File: src/hdl/sss_pkg.sv
// Shared types for the sequence substring search block.
// Holds the command codes and the control bundle sent to every match cell.
// No dependencies.
package sss_pkg;

	typedef enum logic [1:0] {
		CMD_APPEND = 2'd0,
		CMD_TEXT   = 2'd1,
		CMD_CLEAR  = 2'd2
	} cmd_t;

	typedef struct packed {
		logic       append;
		logic       text;
		logic       restart;
		logic       reverse;
		logic [7:0] symbol;
	} cell_ctrl_t;

endpackage

File: src/hdl/sss_cell.sv
// One position of the pattern: its stored symbol and its prefix match bit.
// Depends on sss_pkg for the control bundle.
module sss_cell #(
	parameter int INDEX = 0,
	parameter int LW    = 7
) (
	input  logic               clk,
	input  logic               arst_n,
	input  sss_pkg::cell_ctrl_t ctrl,
	input  logic [LW-1:0]      len,
	input  logic               left_in,
	input  logic               right_in,
	output logic               match,
	output logic               hit
);
	import sss_pkg::*;

	logic [7:0] sym_q;
	logic       match_q;
	logic       in_use;
	logic       is_last;
	logic       prev;
	logic       match_d;

	assign in_use  = len > LW'(INDEX);
	assign is_last = len == LW'(INDEX + 1);

	// Backwards matching runs the chain the other way, starting at the final cell.
	assign prev    = ctrl.reverse ? (is_last | right_in) : left_in;
	assign match_d = prev & in_use & (sym_q == ctrl.symbol);
	assign hit     = match_d & (ctrl.reverse ? (INDEX == 0) : is_last);
	assign match   = match_q;

	always_ff @(posedge clk) begin
		if (ctrl.append && len == LW'(INDEX)) begin
			sym_q <= ctrl.symbol;
		end
	end

	always_ff @(posedge clk or negedge arst_n) begin
		if (!arst_n) begin
			match_q <= 1'b0;
		end else if (ctrl.restart) begin
			match_q <= 1'b0;
		end else if (ctrl.text) begin
			match_q <= match_d;
		end
	end

endmodule

File: src/hdl/sss_obuf.sv
// Two-entry result buffer between the match chain and the output channel.
// No dependencies.
module sss_obuf (
	input  logic clk,
	input  logic arst_n,
	input  logic push,
	input  logic push_data,
	input  logic pop,
	output logic full,
	output logic head_valid,
	output logic head_data
);

	logic [1:0] cnt_q;
	logic       slot0_q;
	logic       slot1_q;

	assign full       = cnt_q == 2'd2;
	assign head_valid = cnt_q != 2'd0;
	assign head_data  = slot0_q;

	always_ff @(posedge clk or negedge arst_n) begin
		if (!arst_n) begin
			cnt_q <= 2'd0;
		end else if (push && !pop) begin
			cnt_q <= cnt_q + 2'd1;
		end else if (pop && !push) begin
			cnt_q <= cnt_q - 2'd1;
		end
	end

	always_ff @(posedge clk) begin
		if (pop) begin
			if (push && cnt_q == 2'd1) begin
				slot0_q <= push_data;
			end else begin
				slot0_q <= slot1_q;
			end
			if (push && cnt_q == 2'd2) begin
				slot1_q <= push_data;
			end
		end else if (push) begin
			if (cnt_q == 2'd0) begin
				slot0_q <= push_data;
			end else begin
				slot1_q <= push_data;
			end
		end
	end

endmodule

File: src/hdl/sequence_substring_search.sv
// Top level of the sequence substring search block.
// Depends on sss_pkg, sss_cell and sss_obuf.
//
// Usage: items arrive on the input channel (in_valid, in_ready) with a command,
// a symbol and a last mark. An append item adds one symbol to the pattern, up to
// PATTERN_MAX symbols; further appends are dropped. A clear item empties the
// pattern. Text items stream through the search, one symbol per item. The item
// that carries a text symbol with last set produces one result on the output
// channel (out_valid, out_ready): found is high when the pattern occurred
// anywhere in the text since the previous restart. An empty pattern always
// reports found. Appends, clears and register writes restart the search.
// The register reverse_text (cfg_we, cfg_wdata) compares the pattern back to
// front and should be written only while the block is idle.
// Throughput is one item per clock while in_ready is high: every cell of the chain
// compares its pattern symbol with the incoming text symbol in the same cycle
// and passes its match bit to a neighbour. The result of a final text item is
// registered and shown after any earlier results. A two-entry result buffer
// decouples the sides, so input keeps flowing while a result waits; in_ready only
// drops when two results are held. Reset empties the pattern and the search
// state at once; there is no clearing pass.
module sequence_substring_search #(
	parameter int PATTERN_MAX = 64
) (
	input  logic       clk,
	input  logic       arst_n,
	input  logic       in_valid,
	output logic       in_ready,
	input  logic [1:0] command,
	input  logic [7:0] symbol,
	input  logic       last,
	output logic       out_valid,
	input  logic       out_ready,
	output logic       found,
	input  logic       cfg_we,
	input  logic       cfg_wdata
);
	import sss_pkg::*;

	localparam int LW = $clog2(PATTERN_MAX + 1);

	logic                   accept;
	logic                   do_append;
	logic                   do_text;
	logic                   do_clear;
	logic                   report;
	logic                   found_d;
	logic                   buf_full;
	logic [LW-1:0]          len_q;
	logic                   found_q;
	logic                   reverse_q;
	cell_ctrl_t             ctrl;
	logic [PATTERN_MAX-1:0] match;
	logic [PATTERN_MAX-1:0] hit;

	assign in_ready = !buf_full;
	assign accept   = in_valid && in_ready;

	// Decode the accepted item. The unused command code does nothing.
	always_comb begin
		do_append = 1'b0;
		do_text   = 1'b0;
		do_clear  = 1'b0;
		unique case (cmd_t'(command))
			CMD_APPEND: do_append = accept;
			CMD_TEXT:   do_text   = accept;
			CMD_CLEAR:  do_clear  = accept;
			default: begin
			end
		endcase
	end

	assign report = do_text && last;

	// The search restarts after any pattern change, a register write and a report.
	assign ctrl.append  = do_append;
	assign ctrl.text    = do_text;
	assign ctrl.restart = do_append || do_clear || cfg_we || report;
	assign ctrl.reverse = reverse_q;
	assign ctrl.symbol  = symbol;

	// Only the cell that closes a whole pattern match can raise a hit, so the OR
	// is a plain reduction. An empty pattern matches on any text symbol.
	assign found_d = found_q || (|hit) || (len_q == '0);

	genvar gi;
	generate
		for (gi = 0; gi < PATTERN_MAX; gi++) begin : g_cell
			logic left_in;
			logic right_in;
			if (gi == 0) begin : g_first
				assign left_in = 1'b1;
			end else begin : g_mid_l
				assign left_in = match[gi-1];
			end
			if (gi == PATTERN_MAX - 1) begin : g_final
				assign right_in = 1'b0;
			end else begin : g_mid_r
				assign right_in = match[gi+1];
			end
			sss_cell #(
				.INDEX(gi),
				.LW   (LW)
			) u_cell (
				.clk     (clk),
				.arst_n  (arst_n),
				.ctrl    (ctrl),
				.len     (len_q),
				.left_in (left_in),
				.right_in(right_in),
				.match   (match[gi]),
				.hit     (hit[gi])
			);
		end
	endgenerate

	always_ff @(posedge clk or negedge arst_n) begin
		if (!arst_n) begin
			len_q     <= '0;
			found_q   <= 1'b0;
			reverse_q <= 1'b0;
		end else begin
			if (cfg_we) begin
				reverse_q <= cfg_wdata;
			end
			if (do_clear) begin
				len_q <= '0;
			end else if (do_append && len_q < LW'(PATTERN_MAX)) begin
				len_q <= len_q + LW'(1);
			end
			if (ctrl.restart) begin
				found_q <= 1'b0;
			end else if (do_text) begin
				found_q <= found_d;
			end
		end
	end

	sss_obuf u_obuf (
		.clk       (clk),
		.arst_n    (arst_n),
		.push      (report),
		.push_data (found_d),
		.pop       (out_valid && out_ready),
		.full      (buf_full),
		.head_valid(out_valid),
		.head_data (found)
	);

endmodule

File: config.mk
export PLATFORM = sky130hd
export DESIGN_NAME = sequence_substring_search
export DESIGN_NICKNAME = d
export VERILOG_FILES = /design/src/hdl/sss_pkg.sv /design/src/hdl/sss_cell.sv /design/src/hdl/sss_obuf.sv /design/src/hdl/sequence_substring_search.sv
export SDC_FILE = /design/constraint.sdc
export NUM_CORES = 1
export LEC_CHECK = 0
export ABC_AREA = 0
export BUFFER_PORTS_ARGS = -buffer_cell sky130_fd_sc_hd__buf_2
export CORE_MARGIN = 8
export CORE_UTILIZATION = 45
export DETAILED_ROUTE_END_ITERATION = 12
export GPL_TIMING_DRIVEN = 0
export RECOVER_POWER = 50
export SYNTH_ARGS = -nofsm -noshare
export SYNTH_HDL_FRONTEND = slang
export SYNTH_SLANG_ARGS = --single-unit
File: constraint.sdc
create_clock -name clk -period 4.7 [get_ports clk]
set_input_delay 0.94 -clock clk [delete_from_list [all_inputs] [get_ports clk]]
set_output_delay 0.94 -clock clk [all_outputs]
set_load 0.005 [all_outputs]
**Yosys cells after proc, flatten, opt, wreduce, memory -nomap -nowiden**

Cells that the tools add are included.

- Flip-flop bits (word level): 589
- Bits in latches: 0
- RAM bits: 0
- Bits in read-only memories: 0
- Bits of input ports: 17
- Output and inout bits: 3
- Memories: 0

- $add $sub $neg: 3
- $mul: 0
- Divide/modulo/power cells: 0
- Order comparisons: 65
- Equal/unequal tests: 134
- Shifts and indexed selects: 0
- Muxes and demuxes: 273
- Bitwise logic cells: 255
- Reductions and logical operators: 92

Operators with widths:

| cell | count |
|---|---|
| equality test 8 bit | 64 |
| 2-to-1 mux 1 bit | 269 |
| equality test 7 x 6 -> 1 bit, second input constant | 32 |
| greater-than comparator 7 x 6 -> 1 bit, second input constant | 32 |
| bitwise AND 1 bit | 192 |
| equality test 7 x 5 -> 1 bit, second input constant | 16 |
| greater-than comparator 7 x 5 -> 1 bit, second input constant | 16 |
| logical AND 1 bit | 72 |
| OR reduction 64 bit | 1 |
| OR 1 bit | 63 |
| equality test 7 x 4 -> 1 bit, second input constant | 8 |
| greater-than comparator 7 x 4 -> 1 bit, second input constant | 8 |
| equality test 7 x 3 -> 1 bit, second input constant | 4 |
| greater-than comparator 7 x 3 -> 1 bit, second input constant | 4 |
| equality test 7 x 2 -> 1 bit, second input constant | 2 |
| greater-than comparator 7 x 1 -> 1 bit, second input constant | 2 |
| greater-than comparator 7 x 2 -> 1 bit, second input constant | 2 |
| 2-to-1 mux 7 bit | 2 |
| nonzero test 2 bit | 6 |
| adder 7 x 1 -> 7 bit, second input constant | 1 |
| equality test 7 x 1 -> 1 bit, second input constant | 1 |
| equality test 7 bit, second input constant | 1 |
| logical NOT 7 bit | 1 |
| < comparator 7 bit, second input constant | 1 |
| 12 further kinds | 22 |

**Longest topological paths before layout**

- Depth after elaboration: 12
- Depth in mapped cells: 14

**Worst setup path after synthesis**

Ideal clock, no wire load.

- Path type: input to register
- From: in symbol[4]
- To: reg u_obuf.slot0_q, in the netlist u_obuf.head_data (data pin)
- Data arrival time: 2.910 ns
- Data required time: 4.432 ns
- Slack: 1.521 ns
- Stages on the path: 10
- Buffers on the path: 2
- Cell sequence: buf_4 -> buf_2 -> xor2_1 -> nor2_1 -> nand4_1 -> o21ai_1 -> or4_1 -> or4_4 -> nor3_2 -> o31ai_1

- Cells in the longest elaborated chain, start to end: 9
- Elaborated cells between the ends (all ways): 199

RTL lines:

| element | RTL line | text |
|---|---|---|
| from (decl) | sequence_substring_search.sv:29 | `input logic [7:0] symbol,` |
| equality test 8 bit | sss_cell.sv:30 | `assign match_d = prev & in_use & (sym_q == ctrl.symbol);` |
| bitwise AND 1 bit | sss_cell.sv:30 |  |
| bitwise AND 1 bit | sss_cell.sv:31 | `assign hit = match_d & (ctrl.reverse ? (INDEX == 0) : is_last);` |
| OR reduction 64 bit * | sequence_substring_search.sv:83 | `assign found_d = found_q \|\| (\|hit) \|\| (len_q == '0);` |
| logical OR 1 bit * (2 in a row) | sequence_substring_search.sv:83 |  |
| 2-to-1 mux 1 bit | sss_obuf.sv:43 | `if (cnt_q == 2'd0) begin` |
| 2-to-1 mux 1 bit | sss_obuf.sv:42 | `end else if (push) begin` |
| 2-to-1 mux 1 bit * | sss_obuf.sv:33 | `if (pop) begin` |
| to (signal assigned) | sss_obuf.sv:35 | `slot0_q <= push_data;` |
| to (signal assigned) | sss_obuf.sv:37 | `slot0_q <= slot1_q;` |
| to (signal assigned) | sss_obuf.sv:44 | `slot0_q <= push_data;` |
| to (decl) | sss_obuf.sv:15 | `logic slot0_q;` |

Mark *: on every way between the ends. The rest lies on a longest branch, timed or not. The select of a mux whose other input is x is not followed.
A chain may end at the register's enable or synchronous reset.

**Final worst setup path**

- From: reg len_q[5]
- To: reg u_obuf.slot0_q, in the netlist u_obuf.head_data (data pin)

- Cells in the longest elaborated chain, start to end: 12
- Elaborated cells between the ends (all ways): 519

RTL lines:

| element | RTL line | text |
|---|---|---|
| from (decl) | sequence_substring_search.sv:48 | `logic [LW-1:0] len_q;` |
| from (signal assigned) | sequence_substring_search.sv:128 | `len_q <= len_q + LW'(1);` |
| branches (longest 8 deep; another with greater-than comparator 7 x 1 -> 1 bit) | -- |  |
| logical OR 1 bit * | sequence_substring_search.sv:83 |  |
| 2-to-1 mux 1 bit | sss_obuf.sv:43 |  |
| 2-to-1 mux 1 bit | sss_obuf.sv:42 |  |
| 2-to-1 mux 1 bit * | sss_obuf.sv:33 |  |

Every way passes the cells marked *. The select of a mux whose other input is x is not followed.

==> impl_metrics.csv <==
group,metric,value,unit
worst_setup_path,rrSetupSlack,-170,ps
floorplanning,die_area,0.0707,mm^2
clock_tree,cts_made_buffers,67,
pwr,powerDensity,397,mW/mm^2
synth,syn_area,0.0281,mm^2
route,dr_total_vias,19900,
sta,slew_violations,38,
sta,period_needed,4870,ps
synth,synth_cell_types,85,
route,drt_iter0_drc,2525,
worst_setup_path,endpoint_kind,"flop",
synth,netlist_instances,2189,
sta,slew_headroom,-0.829,
worst_setup_path,criticalPathCategory,"reg -> reg",
pwr,power,12600,uW
status,outcome,"finished, violations left",
route,wirelength,117000,um
final_layout,multi_input_area,0.0101,mm^2
synth,yosys_warnings,0,
worst_setup_path,critical_path_arrival,5210,ps
synth,ys_ff_latch,589,
place,dp_hpwl,81900,um
final_layout,syn2layout_area_growth,13.0,%
route,remaining_drc_errors,0,
final_layout,layout-drive-gt1-share,0.103,
clock_tree,holdBufCountCts,0,
clock_tree,cts_root_buffer,"clkbuf_16",
global_route,antenna_found_initial,4,
clock_tree,cts_max_level,3,
route,wl_per_cell,36.8,um
global_route,grt.total_usage,0.326,
hold_path,holdPathStages,2,
clock_tree,clock-sinks,589,
sta,fmax,205,MHz
status,violations,"capacitance limit, slew limit, setup timing",
synth,synthArstFlopShare,0.127,
sta,finalHoldViolations,0,
worst_setup_path,crit_required,5040,ps
synth,synth.avg_cell_area,12.8,um^2
sta,rsz0062_at_grt,"true",
sta,hold_slack,486,ps
synth,seq_area_frac_synth,0.616,
run,max_cap_viol_count,1,
synth,synth-edff-count,514,
final_layout,seq_area,0.0173,mm^2
global_route,first_global_vias,19300,
clock_tree,cts_tree,"done",
final_layout,fin_nets,2315,
clock_tree,cts_buffer_depth,3,
worst_setup_path,cp-start-kind,"flop",
global_route,overflow,0,
sta,worst_slew_pin_slew,2740,ps
sta,setup_slack,-167,ps
place,io_buffers,19,
worst_setup_path,reg2reg_depth,12,
floorplanning,die_w,266,um
clock_tree,insertion_delay,630,ps
synth,synth_ff_type,"edfxtp_1",
floorplanning,start_util,0.456,
synth,synth_fp_nets,2215,
pwr,irDropWorstVdd,0.302,mV
route,via_per_inst,6.26,
floorplanning,die_h,266,um
global_route,grt_pass1_wl,159000,um
global_route,grt_max_degree,45,
sta,setup_viol,3,
final_layout,final_common_cell,"edfxtp_1",
place,place_congestion,1.04,
route,dr.pass1.iters,8,
place,pre_cts_ws,-1030,ps
final_layout,fill_cells,5438,
worst_setup_path,critPathMaxFanout,10,
clock_tree,path_clk_slew,60,ps
pwr,p_leak,0.0105,uW
final_layout,fin_util,0.515,
hold_path,holdCritPathClass,"reg -> reg",
floorplanning,core_region_area,0.0617,mm^2
sta,timing.final.crit_share,1.04,
route,ant_nets,0,
final_layout,final_cell_mix,"edfxtp_1 (514), xor2_1 (332), xnor2_1 (179), nor2_1 (175), nand2_1 (137)",
floorplanning,rows,91,
sta,fin_skew,22.8,ps
floorplanning,io_pins,20,
[Yosys cell counts (8+ instances only)]
cell type / instances / area, um^2
xnor2_1: 179 / 1570
nand3_1: 50 / 250
dfrtp_1: 75 / 1880
a32o_1: 16 / 160
nor4_1: 61 / 382
clkbuf_1: 41 / 154
o211ai_1: 9 / 67.6
buf_2: 31 / 155
nand3b_1: 20 / 150
xor2_1: 332 / 2910
nand4_1: 72 / 450
a21oi_1: 35 / 175
a211oi_1: 18 / 135
a2111oi_0: 10 / 87.6
edfxtp_1: 514 / 15400
nor3_1: 60 / 300
o31ai_1: 18 / 135
buf_6: 19 / 214
or3_1: 8 / 50.1
o21ai_0: 68 / 340
nand2_1: 137 / 514
a31oi_1: 8 / 50.1
ha_1: 9 / 113
buf_4: 30 / 225
nor2_1: 175 / 657
nor2b_1: 9 / 56.3
o2111ai_1: 8 / 70.1
inv_1: 18 / 67.6
[metal layers]
layer,vias up,share of wire,track usage
met5,-,0.00011,0
met1,10300,0.42,0.443
met4,2,0.049,0.135
met2,1052,0.45,0.501
li1,8239,-,-
met3,255,0.086,0.0739
[cell type report]
class                   instances  area share
clock inverters                27     0.00886
repair buffers                 31      0.0123
plain buffers                 128      0.0256
multi-input cells            1452       0.316
inverters                      20     0.00236
diodes                          2    0.000158
clock buffers                  89      0.0564
well taps                     837      0.0330
flip-flops and latches        589       0.545
[where the power goes]
part / internal [uW] / switching [uW] / total, uW / leakage, uW
Combinational: 436 / 1320 / 1750 / 0.00386
Sequential: 5740 / 37.3 / 5770 / 0.00566
Clock: 2910 / 2180 / 5090 / 0.000986
[cells by family after synthesis]
group / Yosys count / share of synthesized area
xor gates and xnor gates: 511 / 0.159
buffers and inverters: 148 / 0.0302
and+or+nand+nor: 670 / 0.126
DFF: 589 / 0.616
adders and majority gates: 9 / 0.00400
AOI/OAI and AO/OA: 262 / 0.0647
[registers in the layout, summed over array words and instances (netlist names)]
signal,cells
u_obuf.slot1_q,1
g_cell.u_cell.match,64
u_obuf.head_data,1
len_q,7
g_cell.u_cell.sym_q,512
u_obuf.cnt_q,2
reverse_q,1
found_q,1
[final timing paths]
check                                            start                      end
worst max-delay path                          len_q[5]         u_obuf.head_data
worst min register to register  g_cell[1].u_cell.match   g_cell[1].u_cell.match
worst min-delay path            g_cell[1].u_cell.match   g_cell[1].u_cell.match
min in group asynchronous                       arst_n                reverse_q
max in group asynchronous                       arst_n  g_cell[19].u_cell.match
worst max register to register                len_q[5]         u_obuf.head_data
[worst max-delay path: stages (launching register included)]
cell and delay (ps):
dfrtp_1 420, buf_6 190, buf_4 250, buf_2 380, nand4bb_1 1120, o221ai_1 750
nor3_1 220, nand2_1 170, nand3_1 90, nor4_1 270, nand4_1 190, nor3_2 420
o31ai_1 130
[per-stage QoR]
stage | std cells | TNS, ps | instance area (um^2)
after floorplan | 2189 | 0 | 28100
after global routing | 3173 | -2.83 | 31800
final | 3175 | -386 | 31800
after detailed placement | 3056 | -3500 | 29600
after CTS | 3173 | 0 | 31700
after global placement | 3045 | -264910 | 29300
[timing repair]
| item | in CTS | in global routing |
|---|---|---|
| endpoints found under the setup margin | 3 | 8 |
| resized for setup | 15 | 17 |
| buffers inserted | 1 | 0 |
Power figures use the tool's default switching activity.
